### src/hdl/rational_reduce_defines.svh
// Assertion macros used by rational_reduce, the fraction reducer's top module.
// Both macros sample on the rising edge of clock and are off while reset is high.
`ifndef RATIONAL_REDUCE_DEFINES_SVH
`define RATIONAL_REDUCE_DEFINES_SVH

// Checks a condition at every rising clock edge.
`define RR_ASSERT_NOW(label, cond, msg) \
   label: assert property (@(posedge clock) disable iff (reset) (cond)) else $error(msg);

// Checks that a condition implies a consequence in the same cycle.
`define RR_ASSERT_IMPLY(label, ante, cons, msg) \
   label: assert property (@(posedge clock) disable iff (reset) (ante) |-> (cons)) \
      else $error(msg);

`endif

### src/hdl/rr_pkg.sv
`default_nettype none

package rr_pkg;

   typedef enum logic [3:0] {
      RR_IDLE,
      RR_RX_GO,
      RR_RX_WAIT,
      RR_RY_GO,
      RR_RY_WAIT,
      RR_DN_GO,
      RR_DN_WAIT,
      RR_DD_GO,
      RR_DD_WAIT,
      RR_FIN
   } rr_state_type;

   typedef struct packed {
      logic busy;
      logic done;
   } rr_div_stat_type;

   localparam logic [1:0] RR_ST_OK       = 2'd0;
   localparam logic [1:0] RR_ST_ZERO_DEN = 2'd1;
   localparam logic [1:0] RR_ST_OVERFLOW = 2'd2;

endpackage

`default_nettype wire

### src/hdl/rational_reduce.sv
// Channel | Direction | Transaction contents
// req     | in        | tdata: numer_in, denom_in
// rsp     | out       | tdata: numer_out, denom_out; tuser: is_whole, status
//
// Each transaction makes k + 2 passes through the one bit-per-cycle divider, where k is
// the number of Euclid remainder steps (at most about 1.44 * WIDTH). A whole result
// needs one pass less, and a zero denominator skips the divider. req_tready is high
// only between transactions; a result waiting in the output register stalls only the
// next finish. Synchronous reset clears FSM and valid.
`default_nettype none
`include "rational_reduce_defines.svh"

module rational_reduce #(
   parameter int WIDTH = 32
) (
   input  wire logic                                 clock,
   input  wire logic                                 reset,
   input  wire logic                                 req_tvalid,
   output logic                                      req_tready,
   // numer_in [WIDTH-1:0], denom_in [2*WIDTH-1:WIDTH], zero padding above
   input  wire logic [((2*WIDTH+7)/8)*8-1:0]         req_tdata,
   output logic                                      rsp_tvalid,
   input  wire logic                                 rsp_tready,
   // numer_out [WIDTH-1:0], denom_out [2*WIDTH-2:WIDTH], zero padding above
   output logic [((2*WIDTH-1+7)/8)*8-1:0]            rsp_tdata,
   // is_whole [0], status [2:1]
   output logic [2:0]                                rsp_tuser
);
   import rr_pkg::*;

   localparam int OUT_TDATA_W = ((2*WIDTH-1+7)/8)*8;
   localparam logic [WIDTH-1:0] HALF = {1'b1, {(WIDTH-1){1'b0}}};

   rr_state_type state_ff, state_in;

   logic             sx_ff, sx_in;
   logic             sy_ff, sy_in;
   logic             gs_ff, gs_in;
   logic             zero_ff, zero_in;
   logic             whole_ff, whole_in;
   logic [WIDTH-1:0] nmag_ff, nmag_in;
   logic [WIDTH-1:0] dmag_ff, dmag_in;
   logic [WIDTH-1:0] xmag_ff, xmag_in;
   logic [WIDTH-1:0] ymag_ff, ymag_in;
   logic [WIDTH-1:0] gmag_ff, gmag_in;
   logic [WIDTH-1:0] qn_ff, qn_in;
   logic [WIDTH-1:0] qd_ff, qd_in;

   logic             rsp_valid_ff, rsp_valid_in;
   logic [WIDTH-1:0] rsp_numer_ff, rsp_numer_in;
   logic [WIDTH-2:0] rsp_denom_ff, rsp_denom_in;
   logic             rsp_whole_ff, rsp_whole_in;
   logic [1:0]       rsp_status_ff, rsp_status_in;

   logic [WIDTH-1:0] numer_w, denom_w;
   logic             div_start;
   logic [WIDTH-1:0] div_a, div_b, div_quo, div_rem;
   rr_div_stat_type  div_stat;

   logic             out_free, rsp_load;
   logic             nsign, ovf_whole, ovf_frac;
   logic [WIDTH-1:0] numer_val;
   logic             div_wait, rsp_ok;

   assign numer_w  = req_tdata[WIDTH-1:0];
   assign denom_w  = req_tdata[2*WIDTH-1:WIDTH];
   assign out_free = ~rsp_valid_ff | rsp_tready;

   rr_div #(
      .WIDTH (WIDTH)
   ) u_div (
      .clock     (clock),
      .reset     (reset),
      .start     (div_start),
      .dividend  (div_a),
      .divisor   (div_b),
      .quotient  (div_quo),
      .remainder (div_rem),
      .stat      (div_stat)
   );

   // Truncating division works on magnitudes: the quotient sign is the xor of the
   // operand signs, and the remainder keeps the sign of the dividend, so x and y
   // keep their input signs through the whole Euclid loop.
   assign nsign     = sx_ff ^ sy_ff;
   assign numer_val = nsign ? (-qn_ff) : qn_ff;
   assign ovf_whole = (qn_ff == HALF) && !nsign;
   // The reduced numerator overflows as a positive quotient, or as the most
   // negative value when the denominator needs its sign flipped.
   assign ovf_frac  = ((qn_ff == HALF) && (!(sx_ff ^ gs_ff) || (sy_ff ^ gs_ff))) ||
                      (qd_ff == HALF);

   always_comb begin
      state_in      = state_ff;
      sx_in         = sx_ff;
      sy_in         = sy_ff;
      gs_in         = gs_ff;
      zero_in       = zero_ff;
      whole_in      = whole_ff;
      nmag_in       = nmag_ff;
      dmag_in       = dmag_ff;
      xmag_in       = xmag_ff;
      ymag_in       = ymag_ff;
      gmag_in       = gmag_ff;
      qn_in         = qn_ff;
      qd_in         = qd_ff;
      div_start     = 1'b0;
      div_a         = xmag_ff;
      div_b         = ymag_ff;
      rsp_load      = 1'b0;
      req_tready    = 1'b0;

      unique case (state_ff)
         RR_IDLE: begin
            req_tready = 1'b1;
            if (req_tvalid) begin
               sx_in    = numer_w[WIDTH-1];
               sy_in    = denom_w[WIDTH-1];
               nmag_in  = numer_w[WIDTH-1] ? (-numer_w) : numer_w;
               xmag_in  = numer_w[WIDTH-1] ? (-numer_w) : numer_w;
               dmag_in  = denom_w[WIDTH-1] ? (-denom_w) : denom_w;
               ymag_in  = denom_w[WIDTH-1] ? (-denom_w) : denom_w;
               zero_in  = (denom_w == '0);
               state_in = (denom_w == '0) ? RR_FIN : RR_RX_GO;
            end
         end
         RR_RX_GO: begin
            div_start = 1'b1;
            div_a     = xmag_ff;
            div_b     = ymag_ff;
            state_in  = RR_RX_WAIT;
         end
         RR_RX_WAIT: begin
            if (div_stat.done) begin
               xmag_in = div_rem;
               if (div_rem == '0) begin
                  gs_in    = sy_ff;
                  gmag_in  = ymag_ff;
                  whole_in = (ymag_ff == dmag_ff);
                  state_in = RR_DN_GO;
               end else begin
                  state_in = RR_RY_GO;
               end
            end
         end
         RR_RY_GO: begin
            div_start = 1'b1;
            div_a     = ymag_ff;
            div_b     = xmag_ff;
            state_in  = RR_RY_WAIT;
         end
         RR_RY_WAIT: begin
            if (div_stat.done) begin
               ymag_in = div_rem;
               if (div_rem == '0) begin
                  gs_in    = sx_ff;
                  gmag_in  = xmag_ff;
                  whole_in = (sx_ff == sy_ff) && (xmag_ff == dmag_ff);
                  state_in = RR_DN_GO;
               end else begin
                  state_in = RR_RX_GO;
               end
            end
         end
         RR_DN_GO: begin
            // When the result is whole the gcd magnitude equals the denominator's.
            div_start = 1'b1;
            div_a     = nmag_ff;
            div_b     = gmag_ff;
            state_in  = RR_DN_WAIT;
         end
         RR_DN_WAIT: begin
            if (div_stat.done) begin
               qn_in    = div_quo;
               state_in = whole_ff ? RR_FIN : RR_DD_GO;
            end
         end
         RR_DD_GO: begin
            div_start = 1'b1;
            div_a     = dmag_ff;
            div_b     = gmag_ff;
            state_in  = RR_DD_WAIT;
         end
         RR_DD_WAIT: begin
            if (div_stat.done) begin
               qd_in    = div_quo;
               state_in = RR_FIN;
            end
         end
         RR_FIN: begin
            if (out_free) begin
               rsp_load = 1'b1;
               state_in = RR_IDLE;
            end
         end
         default: begin
            state_in = RR_IDLE;
         end
      endcase
   end

   always_comb begin
      rsp_numer_in  = rsp_numer_ff;
      rsp_denom_in  = rsp_denom_ff;
      rsp_whole_in  = rsp_whole_ff;
      rsp_status_in = rsp_status_ff;
      rsp_valid_in  = rsp_valid_ff & ~rsp_tready;
      if (rsp_load) begin
         rsp_valid_in  = 1'b1;
         rsp_numer_in  = '0;
         rsp_denom_in  = '0;
         rsp_whole_in  = 1'b0;
         priority if (zero_ff) begin
            rsp_status_in = RR_ST_ZERO_DEN;
         end else if (whole_ff ? ovf_whole : ovf_frac) begin
            rsp_status_in = RR_ST_OVERFLOW;
         end else if (whole_ff) begin
            rsp_status_in = RR_ST_OK;
            rsp_numer_in  = numer_val;
            rsp_denom_in  = (WIDTH-1)'(1);
            rsp_whole_in  = 1'b1;
         end else begin
            rsp_status_in = RR_ST_OK;
            rsp_numer_in  = numer_val;
            rsp_denom_in  = qd_ff[WIDTH-2:0];
         end
      end
   end

   always_ff @(posedge clock) begin
      if (reset) begin
         state_ff     <= RR_IDLE;
         rsp_valid_ff <= 1'b0;
      end else begin
         state_ff     <= state_in;
         rsp_valid_ff <= rsp_valid_in;
      end
      sx_ff         <= sx_in;
      sy_ff         <= sy_in;
      gs_ff         <= gs_in;
      zero_ff       <= zero_in;
      whole_ff      <= whole_in;
      nmag_ff       <= nmag_in;
      dmag_ff       <= dmag_in;
      xmag_ff       <= xmag_in;
      ymag_ff       <= ymag_in;
      gmag_ff       <= gmag_in;
      qn_ff         <= qn_in;
      qd_ff         <= qd_in;
      rsp_numer_ff  <= rsp_numer_in;
      rsp_denom_ff  <= rsp_denom_in;
      rsp_whole_ff  <= rsp_whole_in;
      rsp_status_ff <= rsp_status_in;
   end

   assign rsp_tvalid = rsp_valid_ff;
   assign rsp_tdata  = {{(OUT_TDATA_W-2*WIDTH+1){1'b0}}, rsp_denom_ff, rsp_numer_ff};
   assign rsp_tuser  = {rsp_status_ff, rsp_whole_ff};

   assign div_wait = (state_ff == RR_RX_WAIT) || (state_ff == RR_RY_WAIT) ||
                     (state_ff == RR_DN_WAIT) || (state_ff == RR_DD_WAIT);
   assign rsp_ok   = rsp_valid_ff && (rsp_status_ff == RR_ST_OK);

   `RR_ASSERT_IMPLY(a_div_start_idle, div_start, !div_stat.busy, "divider started while busy")
   `RR_ASSERT_IMPLY(a_div_done_wait, div_stat.done, div_wait, "divider done outside a wait")
   `RR_ASSERT_NOW(a_start_done_excl, $onehot0({div_start, div_stat.done}), "start and done coincide")
   `RR_ASSERT_IMPLY(a_ok_denom, rsp_ok, rsp_denom_ff != '0, "reduced denominator is zero")

endmodule

`default_nettype wire

### src/hdl/rr_div.sv
`default_nettype none

// Unsigned restoring divider. One quotient bit per cycle: the dividend shifts
// out of the top of quo_ff into the partial remainder while quotient bits shift
// in at the bottom.
module rr_div #(
   parameter int WIDTH = 32
) (
   input  wire logic                    clock,
   input  wire logic                    reset,
   input  wire logic                    start,
   input  wire logic [WIDTH-1:0]        dividend,
   input  wire logic [WIDTH-1:0]        divisor,
   output logic [WIDTH-1:0]             quotient,
   output logic [WIDTH-1:0]             remainder,
   output rr_pkg::rr_div_stat_type      stat
);
   import rr_pkg::*;

   localparam int CNT_W = (WIDTH > 1) ? $clog2(WIDTH) : 1;

   logic             busy_ff, busy_in;
   logic             done_ff, done_in;
   logic [CNT_W-1:0] cnt_ff, cnt_in;
   logic [WIDTH-1:0] rem_ff, rem_in;
   logic [WIDTH-1:0] quo_ff, quo_in;
   logic [WIDTH-1:0] dsr_ff, dsr_in;

   logic [WIDTH-1:0] shifted;
   logic [WIDTH:0]   diff;
   logic             fits;

   // Remainder < divisor <= 2**(WIDTH-1), so shifted value fits WIDTH bits.
   assign shifted = {rem_ff[WIDTH-2:0], quo_ff[WIDTH-1]};
   assign diff    = {1'b0, shifted} - {1'b0, dsr_ff};
   assign fits    = ~diff[WIDTH];

   always_comb begin
      busy_in = busy_ff;
      done_in = 1'b0;
      cnt_in  = cnt_ff;
      rem_in  = rem_ff;
      quo_in  = quo_ff;
      dsr_in  = dsr_ff;
      if (busy_ff) begin
         rem_in = fits ? diff[WIDTH-1:0] : shifted;
         quo_in = {quo_ff[WIDTH-2:0], fits};
         cnt_in = cnt_ff - CNT_W'(1);
         if (cnt_ff == '0) begin
            busy_in = 1'b0;
            done_in = 1'b1;
         end
      end else if (start) begin
         busy_in = 1'b1;
         cnt_in  = CNT_W'(WIDTH - 1);
         rem_in  = '0;
         quo_in  = dividend;
         dsr_in  = divisor;
      end
   end

   always_ff @(posedge clock) begin
      if (reset) begin
         busy_ff <= 1'b0;
         done_ff <= 1'b0;
         cnt_ff  <= '0;
      end else begin
         busy_ff <= busy_in;
         done_ff <= done_in;
         cnt_ff  <= cnt_in;
      end
      rem_ff <= rem_in;
      quo_ff <= quo_in;
      dsr_ff <= dsr_in;
   end

   assign quotient    = quo_ff;
   assign remainder   = rem_ff;
   assign stat.busy   = busy_ff;
   assign stat.done   = done_ff;

endmodule

`default_nettype wire

### config.mk
export PLATFORM = sky130hd
export DESIGN_NAME = rational_reduce
export DESIGN_NICKNAME = d
export VERILOG_FILES = /design/src/hdl/rr_pkg.sv /design/src/hdl/rational_reduce.sv /design/src/hdl/rr_div.sv
export VERILOG_INCLUDE_DIRS = /design/src /design/src/hdl
export SDC_FILE = /design/constraint.sdc
export NUM_CORES = 1
export LEC_CHECK = 0
export ABC_AREA = 1
export BUFFER_PORTS_ARGS = -buffer_cell sky130_fd_sc_hd__clkbuf_2
export CAP_MARGIN = 30
export CORE_ASPECT_RATIO = 0.5
export CORE_MARGIN = 8
export CORE_UTILIZATION = 60
export CTS_CLUSTER_SIZE = 28
export DETAILED_ROUTE_END_ITERATION = 10
export GPL_ROUTABILITY_DRIVEN = 0
export PLACE_DENSITY_LB_ADDON = 0.2
export SLEW_MARGIN = 10
export SYNTH_ARGS = -nofsm -noshare
export SYNTH_HDL_FRONTEND = slang
export SYNTH_HIERARCHICAL = 1
export SYNTH_SLANG_ARGS = --single-unit
### constraint.sdc
create_clock -name clock -period 5.15 [get_ports clock]
set_clock_uncertainty 0.1 [all_clocks]
set_input_delay 0.515 -clock clock [delete_from_list [all_inputs] [get_ports clock]]
set_output_delay 0.515 -clock clock [all_outputs]
set_load 0.02 [all_outputs]
* Word level (Yosys, flattened, before mapping)
Index checks and enable logic that the tools add are counted.
** Operators by class
- Reductions and logical operators :: 28
- Bitwise gates (word level) :: 9
- Add/subtract/negate cells :: 5
- Eq/ne operators :: 22
- Muxes and demuxes :: 56
** Operator list (count)
- 32-bit 2-to-1 mux :: 15
- 32-bit one-hot mux with 2 select lines :: 4
- 32-bit negator :: 3
- 32-bit one-hot mux with 3 select lines :: 1
- 32-bit == test :: 2
- 32-bit == test, second input constant :: 2
- 32-bit zero test :: 2
- 4-bit one-hot mux with 10 select lines :: 1
- 32-bit by 32-bit subtractor with 33-bit output :: 1
- 4-bit 2-to-1 mux :: 8
- 1-bit 2-to-1 mux :: 20
- 4-bit by 3-bit == test with 1-bit output, second input constant :: 4
- 5-bit 2-to-1 mux :: 2
- 4-bit by 2-bit == test with 1-bit output, second input constant :: 2
- 4-bit == test, second input constant :: 2
- 2-bit by 1-bit != test with 1-bit output, second input constant :: 4
- 2-bit != test, second input constant :: 4
- 2-bit AND reduction :: 4
- 2-bit nonzero test :: 4
- 3-bit 2-to-1 mux :: 2
- 3-bit AND reduction :: 2
- 6-bit AND reduction :: 1
- 2-bit OR reduction :: 3
- 5-bit zero test :: 1
- 16 further kinds :: 26
** Storage, ports and cells
- Output and inout bits :: 69
- Logic and storage cells :: 145
- Flip-flop bits (word level) :: 403

* Depth between registers and ports, before layout
- Depth in word-level cells :: 7
- Gate-level depth with buffers :: 17
- Mapped depth without buffers :: 16

* Modules after synthesis
The synthesis kept the hierarchy.
** Modules (own cells, without submodules)
- rational_reduce :: area an instance 16261.8 µm², cells each 1878, instances 1, sequential area each 8958.6 µm²
- rr_div :: area an instance 6809.0 µm², cells each 933, instances 1, sequential area each 3022.9 µm²

* Least setup slack after synthesis
Ideal clock, no wire load.
- Path kind :: register to register
- Start :: reg state_ff[1]
- End :: reg dmag_ff[0], enable pin
- Slack :: 1095 ps
- Setup time :: 492 ps
- Arrival :: 3463 ps
- Path buffers :: 0
- Data required time :: 4558 ps
- Cell stages (with the launch flop) :: 4
- Cells stage by stage :: dfxtp_1 -> nor2_1 -> nand2_1 -> nor2_1
** On the way
- Cells in the longest elaborated chain, start to end :: 2
** RTL lines
- from (decl) :: RTL line rational_reduce.sv:34 : rr_state_type state_ff, state_in;
- from (signal assigned) :: RTL line rational_reduce.sv:235 : state_ff <= state_in;
- 4-bit zero test :: RTL line rational_reduce.sv:113 : unique case (state_ff)
- 2-bit AND reduction (no line)
- to (signal assigned) :: RTL line rational_reduce.sv:244 : dmag_ff <= dmag_in;
- to (decl) :: RTL line rational_reduce.sv:42 : logic [WIDTH-1:0] dmag_ff, dmag_in;
No other way between the ends.
A chain may end at the register's enable or synchronous reset.

* Worst setup path in the final report
- Start :: reg u_div.quo_ff[31], in the netlist u_div/quotient[31]
- End :: reg u_div.rem_ff[20], in the netlist u_div/remainder[20], data pin
** On the way
- Cells in the longest elaborated chain, start to end :: 3
** RTL lines
- from (decl) :: RTL line rr_div.sv:26 : logic [WIDTH-1:0] quo_ff, quo_in;
- from (signal assigned) :: RTL line rr_div.sv:73 : quo_ff <= quo_in;
- 32-bit by 32-bit subtractor with 33-bit output :: RTL line rr_div.sv:35 : assign diff = {1'b0, shifted} - {1'b0, dsr_ff};
- 32-bit 2-to-1 mux :: RTL line rr_div.sv:46 : rem_in = fits ? diff[WIDTH-1:0] : shifted;
- 32-bit 2-to-1 mux :: RTL line rr_div.sv:45 : if (busy_ff) begin
- to (signal assigned) :: RTL line rr_div.sv:72 : rem_ff <= rem_in;
- to (decl) :: RTL line rr_div.sv:25 : logic [WIDTH-1:0] rem_ff, rem_in;
No other way between the ends.

==> results.md <==
Run status:
- The run finished with clean final reports.

Clocking:
- The number of clock sinks is between 400 and 500.
- No sink is reached through more buffers than the 3 on the longest clock path.
- Buffers inserted during clock tree synthesis total 38.
- After clock tree synthesis, the repair step resized 0 gates.
- The clock slew at the register clock pins of the worst setup and hold paths is roughly 0.07 ns.
- The tree is rooted in a sky130_fd_sc_hd__clkbuf_16.
- TritonCTS built the clock tree.
- The buffers inserted during post-CTS setup optimization is 0.
- The clock latency on the worst-skew pair is about 0.54 ns.
- The post-cts hold buffer count is 0.
- The number of levels the H-tree was split into is 2.

Final layout:
- In the layout the commonest cells are sky130_fd_sc_hd__nand2_1 (981), sky130_fd_sc_hd__edfxtp_1 (391), sky130_fd_sc_hd__inv_1 (381).
- The number of antenna repair diodes is 0.
- The net count of the finished layout is ~3000.
- The growth of design area from synthesis to finish is 9.99%.
- The final standard cell count with taps included and fillers excluded is 3476.
- Of the cells placed in the final design, the portion with a size suffix greater than 1 is 0.0971.
- Summing all multi-input logic gate instances after layout gives 0.00921 mm^2.
- The final cell utilization of the core is 0.674.
- Registers take 0.0120 mm^2.
- Leaving out fill and tap cells, the most frequent cell in the layout is sky130_fd_sc_hd__nand2_1.
- Counting the fill cells in the layout gives around 3100.

Global routing:
- The global-route congestion overflow total is 0.
- The number of antenna violations at the first check in global routing is 4.
- The via count of the first global-routing pass came to 18041.
- The global-route wire length before repair is 99800 um.
- The total track usage is 0.280.
- The pin count of the biggest net entering global routing is 91.

Power:
- The worst-case IR drop observed on VDD is between 300 and 400 uV.
- Power spread over the standard cell area amounts to 551 mW/mm^2.
- The static leakage is between 10 and 15 nW.

Placed design:
- The worst slack at placement is 1.77 ns.
- The half-perimeter wire length after detailed placement is 48400 um.
- In this run the tool buffered the top-level ports with between 100 and 150 buffer cells.
- The number of placed instances, taps included, is 3409.

STA:
- Setup violations remaining at the end of the flow were counted as 0.
- The final number of max-transition violations is 0.
- Dividing the final minimum period by the clock period gives 0.676.
- Setup repair after global routing left no endpoint under its margin.
- The final worst setup slack is 1.67 ns.
- The fmax is around 290 MHz.
- The slew of the pin with the lowest slew margin is 0.994 ns.
- The time the worst path needs with I/O delays and setup is 3.48 ns.
- Measured against its own limit, the worst slew margin works out to 0.337.
- The number of hold-slack violations in the final timing report came to 0.
- The final sum of negative setup slack is 0 ns.

Critical path:
- By instance count, the cell type seen most on the critical path is sky130_fd_sc_hd__nand2_1.
- The longest individual stage delay on the worst path is 0.59 ns.
- The worst setup path category is reg -> reg.
- The critical path launch point type is a register.
- The critical path capture point type is a register.
- Data arrives at the worst endpoint at 3.79 ns.
- The critical path goes through inv_1 > ha_1 > fa_1 > inv_2 > nand3_1 > nand3_1 > nand2_1 > nand2_2 > nand2_1 > nand2_1 > nand2_1 > nand2_2 > nand2_2 > nand2_1 > nand2_1 > inv_1.
- The biggest fanout along the worst timing path is 38.
- The required time at the worst-slack endpoint is ~5.5 ns.
- The critical path contains buffers and inverters numbering 3 combined.
- The kind of cell adding the most delay to the critical path is simple AND/OR/NAND/NOR gates.
- The slowest cell on the critical path is sky130_fd_sc_hd__nand2_2.

Routing:
- After detailed routing, the average wire length per cell comes to approximately 19 um.
- Before antenna repair, the detailed router went through 7 iterations.
- The detail route stage leaves a number of antenna-violating nets equal to 0.
- The residual DRC count is 0.
- The via total after detailed routing is 19594.
- The routed via count divided by cell count is 5.64.
- For this block, the initial DRC count from the detailed router was 2753.
- The detailed-route wire length is 65100 um.

Floorplanning:
- The number of placement rows is 50.
- During I/O placement, the number of pins put on the boundary was 137.
- The die outline height is between 150 and 200 um.
- The effective utilization at floorplan is 0.612.
- The core box area is 0.0377 mm^2.
- The die covers 0.0453 mm^2.
- In this run the horizontal extent of the chip is ~300 um.

Logic synthesis:
- The total number of yosys warnings is 6.
- The count of mapped cells out of synthesis is 2810.
- The cell area that synthesis handed to floorplanning was about 0.023 mm^2.
- In this run the mean area of a mapped cell was 8.21 um^2.
- The number of nets in the synthesized netlist is 2916.

Hold path:
- In this run the worst hold path is classified as in -> reg.

Flow run:
- The max-capacitance violation count is 0.
==> per-layer routing <==
layer	track usage	vias up	wire, um
li1	-	9292	-
met1	0.392	8948	26400
met2	0.418	1170	27500
met3	0.0754	178	8720
met4	0.0955	6	2400
met5	0	-	41
==> area by class of cell <==
type                            count  share of cell area
Clock buffer                       46              0.0395
Timing Repair Buffer              158              0.0339
Multi-Input combinational cell   1932               0.363
Inverter                          397              0.0588
Tap cell                          520              0.0256
Sequential cell                   403               0.472
Clock inverter                     20             0.00656
==> sequential cells by signal, summed over array words and instances (netlist names), 2 cells and up <==
name	count
dmag_ff	32
gmag_ff	32
nmag_ff	32
qd_ff	32
qn_ff	32
rsp_denom_ff	31
rsp_numer_ff	32
rsp_status_ff	2
state_ff	4
u_div/cnt_ff	5
u_div/dsr_ff	32
u_div/quotient	32
u_div/remainder	32
xmag_ff	32
ymag_ff	32
==> worst register-to-register path, delay by kind of cell (launching register included) <==
kind,cells,cell delay (ns)
simple gates,11,1.77
flops,1,0.56
fa+ha+maj,2,0.68
buf+inv,3,0.25
==> final timing paths <==
check | depth (start not counted) | slack, ns | start | end
max | 16 | 1.67 | u_div/quotient[31] | u_div/remainder[20]
min | 1 | 0.14 | req_tdata[32] | dmag_ff[0]
max reg2reg | 16 | 1.67 | u_div/quotient[31] | u_div/remainder[20]
min reg2reg | 1 | 0.38 | u_div/cnt_ff[4] | u_div/cnt_ff[4]
==> per-stage QoR <==
step                hold slack, ns  total power, mW  area [um^2]
CTS                          0.106             13.8        25300
detailed placement           0.358             11.1        24200
global placement             0.359             10.9        24200
finish                       0.137             14.0        25400
floorplan                    0.325             9.45        23100
global route                 0.118             14.8        25400
==> power by group <==
part / total (mW) / leakage, nW / internal [mW] / switching [mW]
Clock: 2.73 / 0.575 / 1.53 / 1.20
Sequential: 5.58 / 3.76 / 4.86 / 0.718
Combinational: 5.66 / 7.13 / 1.70 / 3.95
Total: 14.0 / 11.5 / 8.10 / 5.87
No activity file was read; power rests on OpenSTA's default activity.
